[src/design/mkd_pkg.sv]
`default_nettype none

package mkd_pkg;

	localparam int CFG_INDEX_W = 8;
	localparam int LIMIT_W     = 16;
	localparam int CODE_W      = 6;

	localparam logic [CFG_INDEX_W-1:0] REG_DOT_LIMIT        = 8'd0;
	localparam logic [CFG_INDEX_W-1:0] REG_DASH_LIMIT       = 8'd1;
	localparam logic [CFG_INDEX_W-1:0] REG_SYMBOL_GAP_LIMIT = 8'd2;
	localparam logic [CFG_INDEX_W-1:0] REG_LETTER_GAP_LIMIT = 8'd3;

	localparam logic [LIMIT_W-1:0] DOT_LIMIT_RST        = 16'd200;
	localparam logic [LIMIT_W-1:0] DASH_LIMIT_RST       = 16'd1000;
	localparam logic [LIMIT_W-1:0] SYMBOL_GAP_LIMIT_RST = 16'd200;
	localparam logic [LIMIT_W-1:0] LETTER_GAP_LIMIT_RST = 16'd500;

	localparam logic [1:0] KIND_CHAR  = 2'd0;
	localparam logic [1:0] KIND_SPACE = 2'd1;
	localparam logic [1:0] KIND_BACK  = 2'd2;

	localparam logic [6:0] CHAR_UNKNOWN = 7'h21;
	localparam logic [6:0] CHAR_SPACE   = 7'h20;
	localparam logic [6:0] CHAR_NONE    = 7'h00;

	// The newest symbol sits in bit 0 of bits; a dash is a one.
	function automatic logic [6:0] decode_char(input logic [2:0] len,
			input logic [CODE_W-1:0] bits);
		logic [CODE_W-1:0] masked;
		logic [6:0]        ch;
		masked = bits & ~(6'h3f << len);
		unique case ({len, masked})
			{3'd2, 6'd1}:  ch = 7'h41;
			{3'd4, 6'd8}:  ch = 7'h42;
			{3'd4, 6'd10}: ch = 7'h43;
			{3'd3, 6'd4}:  ch = 7'h44;
			{3'd1, 6'd0}:  ch = 7'h45;
			{3'd4, 6'd2}:  ch = 7'h46;
			{3'd3, 6'd6}:  ch = 7'h47;
			{3'd4, 6'd0}:  ch = 7'h48;
			{3'd2, 6'd0}:  ch = 7'h49;
			{3'd4, 6'd7}:  ch = 7'h4a;
			{3'd3, 6'd5}:  ch = 7'h4b;
			{3'd4, 6'd4}:  ch = 7'h4c;
			{3'd2, 6'd3}:  ch = 7'h4d;
			{3'd2, 6'd2}:  ch = 7'h4e;
			{3'd3, 6'd7}:  ch = 7'h4f;
			{3'd4, 6'd6}:  ch = 7'h50;
			{3'd4, 6'd13}: ch = 7'h51;
			{3'd3, 6'd2}:  ch = 7'h52;
			{3'd3, 6'd0}:  ch = 7'h53;
			{3'd1, 6'd1}:  ch = 7'h54;
			{3'd3, 6'd1}:  ch = 7'h55;
			{3'd4, 6'd1}:  ch = 7'h56;
			{3'd3, 6'd3}:  ch = 7'h57;
			{3'd4, 6'd9}:  ch = 7'h58;
			{3'd4, 6'd11}: ch = 7'h59;
			{3'd4, 6'd12}: ch = 7'h5a;
			{3'd6, 6'd21}: ch = 7'h2e;
			{3'd5, 6'd15}: ch = 7'h31;
			{3'd5, 6'd7}:  ch = 7'h32;
			{3'd5, 6'd3}:  ch = 7'h33;
			{3'd5, 6'd1}:  ch = 7'h34;
			{3'd5, 6'd0}:  ch = 7'h35;
			{3'd5, 6'd16}: ch = 7'h36;
			{3'd5, 6'd24}: ch = 7'h37;
			{3'd5, 6'd28}: ch = 7'h38;
			{3'd5, 6'd30}: ch = 7'h39;
			{3'd5, 6'd31}: ch = 7'h30;
			default:       ch = CHAR_UNKNOWN;
		endcase
		return ch;
	endfunction

endpackage

`default_nettype wire

[src/design/morse_key_decoder.sv]
// Morse key decoder.
// Input channel (in_valid/in_ready): one beat is a key event (op = 0) with
// key_released and duration_ms, or a silence timeout (op = 1). Presses are
// classed as dot, dash or backspace, gaps as symbol, letter or word gap.
// Output channel (out_valid/out_ready): decoded characters, word spaces and
// backspace markers; last marks the final result of one input beat.
// Configuration channel (cfg_valid/cfg_ready): cfg_index selects one of the
// four 16-bit limits, cfg_data is the value. cfg_ready is always high and
// writes to unknown indexes are dropped. Write only while the block is idle.
// An accepted input beat is held in the input register; its first result is
// loaded into the output register once that register is free.
// Throughput: one input beat per cycle while the output is free; a word gap
// that closes a letter produces two results and holds the output for both.
// When the receiver stalls, the output register holds its result; the input
// register still drains beats that produce no result and then stalls too.
// Reset clears both registers and the symbol count and restores the default
// limits; the key is taken as released.
`default_nettype none

module morse_key_decoder import mkd_pkg::*; #(
	parameter int SYMBOL_DEPTH = 16
) (
	input  wire logic                   clk,
	input  wire logic                   arst_n,
	input  wire logic                   in_valid,
	output logic                        in_ready,
	input  wire logic                   op,
	input  wire logic                   key_released,
	input  wire logic [15:0]            duration_ms,
	output logic                        out_valid,
	input  wire logic                   out_ready,
	output logic [1:0]                  kind,
	output logic [6:0]                  char_code,
	output logic                        last,
	input  wire logic                   cfg_valid,
	output logic                        cfg_ready,
	input  wire logic [CFG_INDEX_W-1:0] cfg_index,
	input  wire logic [LIMIT_W-1:0]     cfg_data
);

	localparam int CNT_W = $clog2(SYMBOL_DEPTH + 1);

	typedef enum logic [2:0] {
		TOK_DOT,
		TOK_DASH,
		TOK_BACK,
		TOK_SGAP,
		TOK_LGAP,
		TOK_WGAP
	} tok_t;

	logic [LIMIT_W-1:0] dot_limit_q;
	logic [LIMIT_W-1:0] dash_limit_q;
	logic [LIMIT_W-1:0] symbol_gap_limit_q;
	logic [LIMIT_W-1:0] letter_gap_limit_q;

	logic               valid_s1;
	logic               op_s1;
	logic               released_s1;
	logic [15:0]        duration_s1;

	logic [CNT_W-1:0]   count_q;
	logic [CODE_W-1:0]  code_q;
	logic               last_release_q;

	logic               space_pend_q;

	tok_t               tok;
	logic [CNT_W-1:0]   count_base;
	logic               has_result;
	logic [1:0]         res_kind;
	logic [6:0]         res_char;
	logic               res_last;
	logic               res_space;
	logic               buf_free;
	logic               advance;

	assign cfg_ready = 1'b1;

	always_comb begin
		if (op_s1) begin
			tok = last_release_q ? TOK_WGAP : TOK_BACK;
		end else if (released_s1) begin
			if (duration_s1 <= dot_limit_q) tok = TOK_DOT;
			else if (duration_s1 <= dash_limit_q) tok = TOK_DASH;
			else tok = TOK_BACK;
		end else begin
			if (duration_s1 <= symbol_gap_limit_q) tok = TOK_SGAP;
			else if (duration_s1 <= letter_gap_limit_q) tok = TOK_LGAP;
			else tok = TOK_WGAP;
		end
	end

	// A full store is emptied before the beat is handled.
	assign count_base = (count_q >= CNT_W'(SYMBOL_DEPTH)) ? '0 : count_q;

	always_comb begin
		has_result = 1'b0;
		res_kind   = KIND_CHAR;
		res_char   = CHAR_UNKNOWN;
		res_last   = 1'b1;
		res_space  = 1'b0;
		unique case (tok)
			TOK_LGAP, TOK_WGAP: begin
				has_result = (count_base != '0);
				if (count_base <= CNT_W'(CODE_W)) begin
					res_char = decode_char(count_base[2:0], code_q);
				end
				res_last  = (tok == TOK_LGAP);
				res_space = (tok == TOK_WGAP);
			end
			TOK_BACK: begin
				has_result = 1'b1;
				res_kind   = KIND_BACK;
				res_char   = CHAR_NONE;
			end
			default: begin
			end
		endcase
	end

	assign buf_free = !out_valid || (out_ready && !space_pend_q);
	assign advance  = valid_s1 && (!has_result || buf_free);
	assign in_ready = !valid_s1 || advance;

	always_ff @(posedge clk or negedge arst_n) begin
		if (!arst_n) begin
			dot_limit_q        <= DOT_LIMIT_RST;
			dash_limit_q       <= DASH_LIMIT_RST;
			symbol_gap_limit_q <= SYMBOL_GAP_LIMIT_RST;
			letter_gap_limit_q <= LETTER_GAP_LIMIT_RST;
		end else if (cfg_valid && cfg_ready) begin
			if (cfg_index == REG_DOT_LIMIT) dot_limit_q <= cfg_data;
			if (cfg_index == REG_DASH_LIMIT) dash_limit_q <= cfg_data;
			if (cfg_index == REG_SYMBOL_GAP_LIMIT) symbol_gap_limit_q <= cfg_data;
			if (cfg_index == REG_LETTER_GAP_LIMIT) letter_gap_limit_q <= cfg_data;
		end
	end

	always_ff @(posedge clk or negedge arst_n) begin
		if (!arst_n) begin
			valid_s1 <= 1'b0;
		end else if (in_ready) begin
			valid_s1 <= in_valid;
		end
	end

	always_ff @(posedge clk) begin
		if (in_valid && in_ready) begin
			op_s1       <= op;
			released_s1 <= key_released;
			duration_s1 <= duration_ms;
		end
	end

	always_ff @(posedge clk or negedge arst_n) begin
		if (!arst_n) begin
			count_q        <= '0;
			last_release_q <= 1'b1;
		end else if (advance) begin
			if (!op_s1) begin
				last_release_q <= released_s1;
			end
			unique case (tok)
				TOK_DOT, TOK_DASH:  count_q <= count_base + CNT_W'(1);
				TOK_LGAP, TOK_WGAP: count_q <= '0;
				default:            count_q <= count_base;
			endcase
		end
	end

	// Only the newest few symbols can form a known code, so a short shift
	// register stands in for the store.
	always_ff @(posedge clk) begin
		if (advance && (tok == TOK_DOT || tok == TOK_DASH)) begin
			code_q <= {code_q[CODE_W-2:0], tok == TOK_DASH};
		end
	end

	always_ff @(posedge clk or negedge arst_n) begin
		if (!arst_n) begin
			out_valid    <= 1'b0;
			space_pend_q <= 1'b0;
		end else if (advance && has_result) begin
			out_valid    <= 1'b1;
			space_pend_q <= res_space;
		end else if (out_valid && out_ready) begin
			if (space_pend_q) begin
				space_pend_q <= 1'b0;
			end else begin
				out_valid <= 1'b0;
			end
		end
	end

	always_ff @(posedge clk) begin
		if (advance && has_result) begin
			kind      <= res_kind;
			char_code <= res_char;
			last      <= res_last;
		end else if (out_valid && out_ready && space_pend_q) begin
			kind      <= KIND_SPACE;
			char_code <= CHAR_SPACE;
			last      <= 1'b1;
		end
	end

endmodule

`default_nettype wire

[config.mk]
export PLATFORM = sky130hd
export DESIGN_NAME = morse_key_decoder
export DESIGN_NICKNAME = d
export VERILOG_FILES = /design/src/design/mkd_pkg.sv /design/src/design/morse_key_decoder.sv
export SDC_FILE = /design/constraint.sdc
export NUM_CORES = 1
export LEC_CHECK = 0
export BUFFER_PORTS_ARGS = -buffer_cell sky130_fd_sc_hd__buf_2
export CAP_MARGIN = 30
export CORE_MARGIN = 4
export CORE_UTILIZATION = 60
export DETAILED_ROUTE_END_ITERATION = 8
export PLACE_DENSITY = 0.8
export SYNTH_ARGS = -nofsm -noshare
export SYNTH_HDL_FRONTEND = slang
export SYNTH_SLANG_ARGS = --single-unit
export TNS_END_PERCENT = 20
[constraint.sdc]
create_clock -name clk -period 10.6 [get_ports clk]
set_clock_uncertainty 0.2 [all_clocks]
set_input_delay 0.53 -clock clk [delete_from_list [all_inputs] [get_ports clk]]
set_output_delay 0.53 -clock clk [all_outputs]
set_load 0.05 [all_outputs]
==> run_results.csv <==
group,metric,value,unit
outcome,run_status,"complete, no violations",
final_layout,final-instance-count-excl-fill,843,
clock_network,tritoncts.num_buffers,9,
clock_network,cts.sink_count,107,
detailed_routing,drt-vias-per-instance,6.10,
final_layout,sequential_cell_area,2870,µm²
final_layout,finish.net_count,818,
critical_path,critical_path.startpoint,"count_q[4]$_DFFE_PN0N_",
timing,tcrit_tclk_final,0.408,
clock_network,post_cts.resized_instances,0,
synth,yosys_warnings,0,
detailed_routing,wire_per_inst,19.2,µm
timing,finalSetupViolations,0,
detailed_routing,route.antenna.remaining_nets,0,
synth,postSynthCellCount,650,
die,i_o_pins,60,
global_route,grt_max_degree,74,
clock_network,tritoncts,"yes",
place,dpl.hpwl,12400,µm
synth,seq_area_frac_synth,0.440,
clock_network,insertion_delay,0.38,ns
critical_path,critPathKind,"flop to flop",
place,gpl.final_weighted_congestion,0.907,
critical_path,kind_of_launch_point_of_the_worst_setup_path,"flop",
power,power.leakage,3.19,nW
global_route,grt_pass1_vias,5244,
global_route,antenna_found_initial,0,
final_layout,count_of_inserted_antenna_diode_cells,0,
synth,leading_register_cell_type_out_of_synthesis,"sky130_fd_sc_hd__dfrtp_1",
detailed_routing,drc,0,
timing,report.final.slew_viol_count,0,
synth,syn-mean-instance-area,10.0,µm²
power,ir_drop,0.000114,V
clock_network,worst_setup_hold_path_clk_slew,0.10,ns
detailed_routing,finalWirelength,16200,µm
timing,max_clock_freq,231,MHz
critical_path,r2r_cells,14,
synth,syn-cell-area,6520,µm²
critical_path,critPathMaxStageDelay,0.63,ns
die,placeableCoreArea,10500,µm²
synth,synthesis.nets,766,
timing,post-route-min-period,4.32,ns
critical_path,slowest_stage,"sky130_fd_sc_hd__nor2b_1",
synth,synth-edff-count,34,
run,max_cap_viol_count,0,
critical_path,critical_path.endpoint,"char_code[2]$_SDFFCE_PN0P_",
critical_path,critical_path.max_fanout,13,
timing,setup-tns-final,0,ns
place,port-buffer-count,58,
final_layout,area_delta_synth_final,9.29,%
die,initial_cell_density_of_the_core,0.623,
critical_path,rr_endpoint,"char_code[2]$_SDFFCE_PN0P_",
die,fp-row-count,37,
hold_path,hold_path.class,"input pin to flop",
critical_path,critPathRequiredTime,10.51,ns
clock_network,post_cts_buffers,0,
timing,rsz0062_at_grt,"false",
critical_path,arrival_time_reported_for_the_critical_path_endpoint,4.23,ns
timing,max_slew.worst_pin.slew,0.986,ns
final_layout,num-fill-cells,805,
final_layout,multi_input_comb_area,3270,µm²
global_route,grt_first_pass_wirelength,26600,µm
critical_path,most_repeated_library_cell_on_the_critical_path,"sky130_fd_sc_hd__inv_1",
critical_path,worst-r2r-setup-slack,6.28,ns
global_route,grt.overflow.total,0,
clock_network,maximum_level_of_the_cts_h_tree,3,
clock_network,ctsLongestPathBuffers,2,
detailed_routing,initialDrtViolationCount,458,
synth,ys_ff_latch,107,
synth,ys_async_sr_fraction,0.682,
critical_path,crit_path_end_kind,"flop",
die,die_x,112,µm
clock_network,cts_root_buf,"sky130_fd_sc_hd__clkbuf_8",
global_route,track_usage,0.265,
power,cellPowerDensity,180,nW/µm²
detailed_routing,drt-pass1-iter-count,6,
die,floorplan.die_area,12600,µm²
final_layout,layout-drive-gt1-share,0.219,
critical_path,cells_along_the_critical_path,"inv_1 -> nand2_1 -> inv_1 -> ha_1 -> inv_1 -> ha_1 -> nor2b_1 -> o21ai_0 -> and3_1 -> or4_1 -> nor3_1 -> a31oi_1 -> nand2b_1 -> a41oi_1",
timing,timing.final.hold_violations,0,
synth,yosys.cell_types.count,75,
critical_path,worstReg2RegStart,"count_q[4]$_DFFE_PN0N_",
timing,slew_headroom,0.343,
die,dieHeight,112,µm
detailed_routing,detailroute.via_count,5142,
place,dp.cells,826,
clock_network,postCtsHoldBufs,0,
[layer usage]
layer / share of wire / up-vias / wire length [µm] / global-route usage
li1: - / 2424 / - / -
met1: 0.43 / 2496 / 6980 / 0.359
met2: 0.49 / 197 / 7970 / 0.439
met3: 0.060 / 25 / 978 / 0.0453
met4: 0.017 / 0 / 281 / 0.0785
met5: 0 / - / 0 / 0
[logic make-up after synthesis]
family / after synthesis / synth area share
AND/OR/NAND/NOR: 198 / 0.158
flip-flops: 107 / 0.440
XOR/XNOR: 1 / 0.00134
multiplexers: 34 / 0.0587
other: 1 / 0.000575
adder cells (fa/ha/maj): 69 / 0.132
AO/OA/AOI/OAI: 145 / 0.149
buffers and inverters: 95 / 0.0589
[power by group]
group          leakage (nW)  internal, W  total, W  switching, W
Combinational          1.95     0.000162  0.000497      0.000336
Clock                0.0990     0.000116  0.000254      0.000138
Sequential             1.14     0.000492  0.000534     0.0000427
[placed cells by master, fill, tap and decap left out, drive strengths merged, types with 3 or more instances in the layout]
| cell type | Yosys | routed |
|---|---|---|
| a21oi | 38 | 38 |
| dfrtp | 54 | 54 |
| nor3b | 4 | 4 |
| or2 | 5 | 5 |
| nor4 | 5 | 5 |
| and2 | 7 | 7 |
| o21ai | 52 | 52 |
| edfxtp | 34 | 34 |
| nand3 | 15 | 15 |
| mux2 | 34 | 34 |
| nand4 | 16 | 16 |
| nand2b | 7 | 7 |
| a21o | 3 | 3 |
| inv | 74 | 76 |
| and3 | 5 | 5 |
| nand3b | 3 | 3 |
| nand2 | 71 | 71 |
| nor2 | 29 | 29 |
| o211ai | 5 | 5 |
| o31ai | 4 | 4 |
| nor3 | 11 | 11 |
| clkbuf | 15 | 12 |
| a21boi | 6 | 6 |
| ha | 69 | 69 |
| a31oi | 6 | 6 |
| a22oi | 3 | 3 |
| a221o | 6 | 6 |
| dfstp | 19 | 19 |
| nor2b | 9 | 9 |
| buf | 6 | 62 |
[state kept, by name, indices dropped and copies added, names as in the netlist, 2 cells and up]
register	count
dash_limit_q	16
dot_limit_q	16
duration_s1	16
letter_gap_limit_q	16
symbol_gap_limit_q	16
char_code	7
code_q	6
count_q	5
kind	2
[stage by stage]
step                      total power [W]   util  area (µm²)  setup WS [ns]  hold slack, ns
after floorplan                  0.000898      -        6520           7.07          0.0344
after detailed placement          0.00103  0.661        6920           6.36           0.294
after CTS                         0.00128  0.680        7110           6.33           0.105
final                             0.00129  0.681        7130           6.28           0.115
after global placement            0.00102  0.660        6900           6.43           0.277
after global routing              0.00137  0.681        7130           5.77          0.0972
[cell usage after synthesis, drive strengths merged (3+ instances only)]
cell / instances / area [µm²]
inv: 74 / 283
nand2: 71 / 267
ha: 69 / 863
dfrtp: 54 / 1350
o21ai: 52 / 264
a21oi: 38 / 194
edfxtp: 34 / 1020
mux2: 34 / 383
nor2: 29 / 109
dfstp: 19 / 499
nand4: 16 / 106
clkbuf: 15 / 56.3
nand3: 15 / 75.1
nor3: 11 / 60.1
nor2b: 9 / 58.8
and2: 7 / 46.3
nand2b: 7 / 51.3
a21boi: 6 / 52.6
a221o: 6 / 60.1
a31oi: 6 / 37.5
buf: 6 / 45.0
and3: 5 / 31.3
nor4: 5 / 37.5
o211ai: 5 / 37.5
or2: 5 / 33.8
nor3b: 4 / 41.3
o31ai: 4 / 35.0
a21o: 3 / 22.5
a22oi: 3 / 22.5
nand3b: 3 / 22.5
[cell type report]
cell class,instances,area share
inverters,74,0.0397
repair buffers,62,0.0471
clock inverters,4,0.00685
flip-flops and latches,107,0.403
well taps,136,0.0239
clock buffers,12,0.0204
multi-input cells,448,0.459
[worst min path at each step]
stage / from / end / slack, ns / cells after the start
6_report: duration_ms[1] / duration_s1[1]$_DFFE_PP_ / 0.11 / 1
3_5_place_dp: dash_limit_q[12]$_DFFE_PN0P_ / dash_limit_q[12]$_DFFE_PN0P_ / 0.29 / 1
3_3_place_gp: last_release_q$_DFFE_PN1P_ / last_release_q$_DFFE_PN1P_ / 0.28 / 2
4_1_cts: duration_ms[3] / duration_s1[3]$_DFFE_PP_ / 0.11 / 1
2_1_floorplan: arst_n / count_q[0]$_DFFE_PN0N_ / 0.03 / 0
5_1_grt: duration_ms[3] / duration_s1[3]$_DFFE_PP_ / 0.1 / 1
[critical path: cells and delay by family (launching register included)]
family                     cells  cell delay (ns)
AOI/OAI and AO/OA              3             0.41
adders and majority gates      2             0.62
buffers and inverters          3             0.39
DFF                            1             0.47
and+or+nand+nor                6             1.98
No activity file was read; power rests on OpenSTA's default activity.
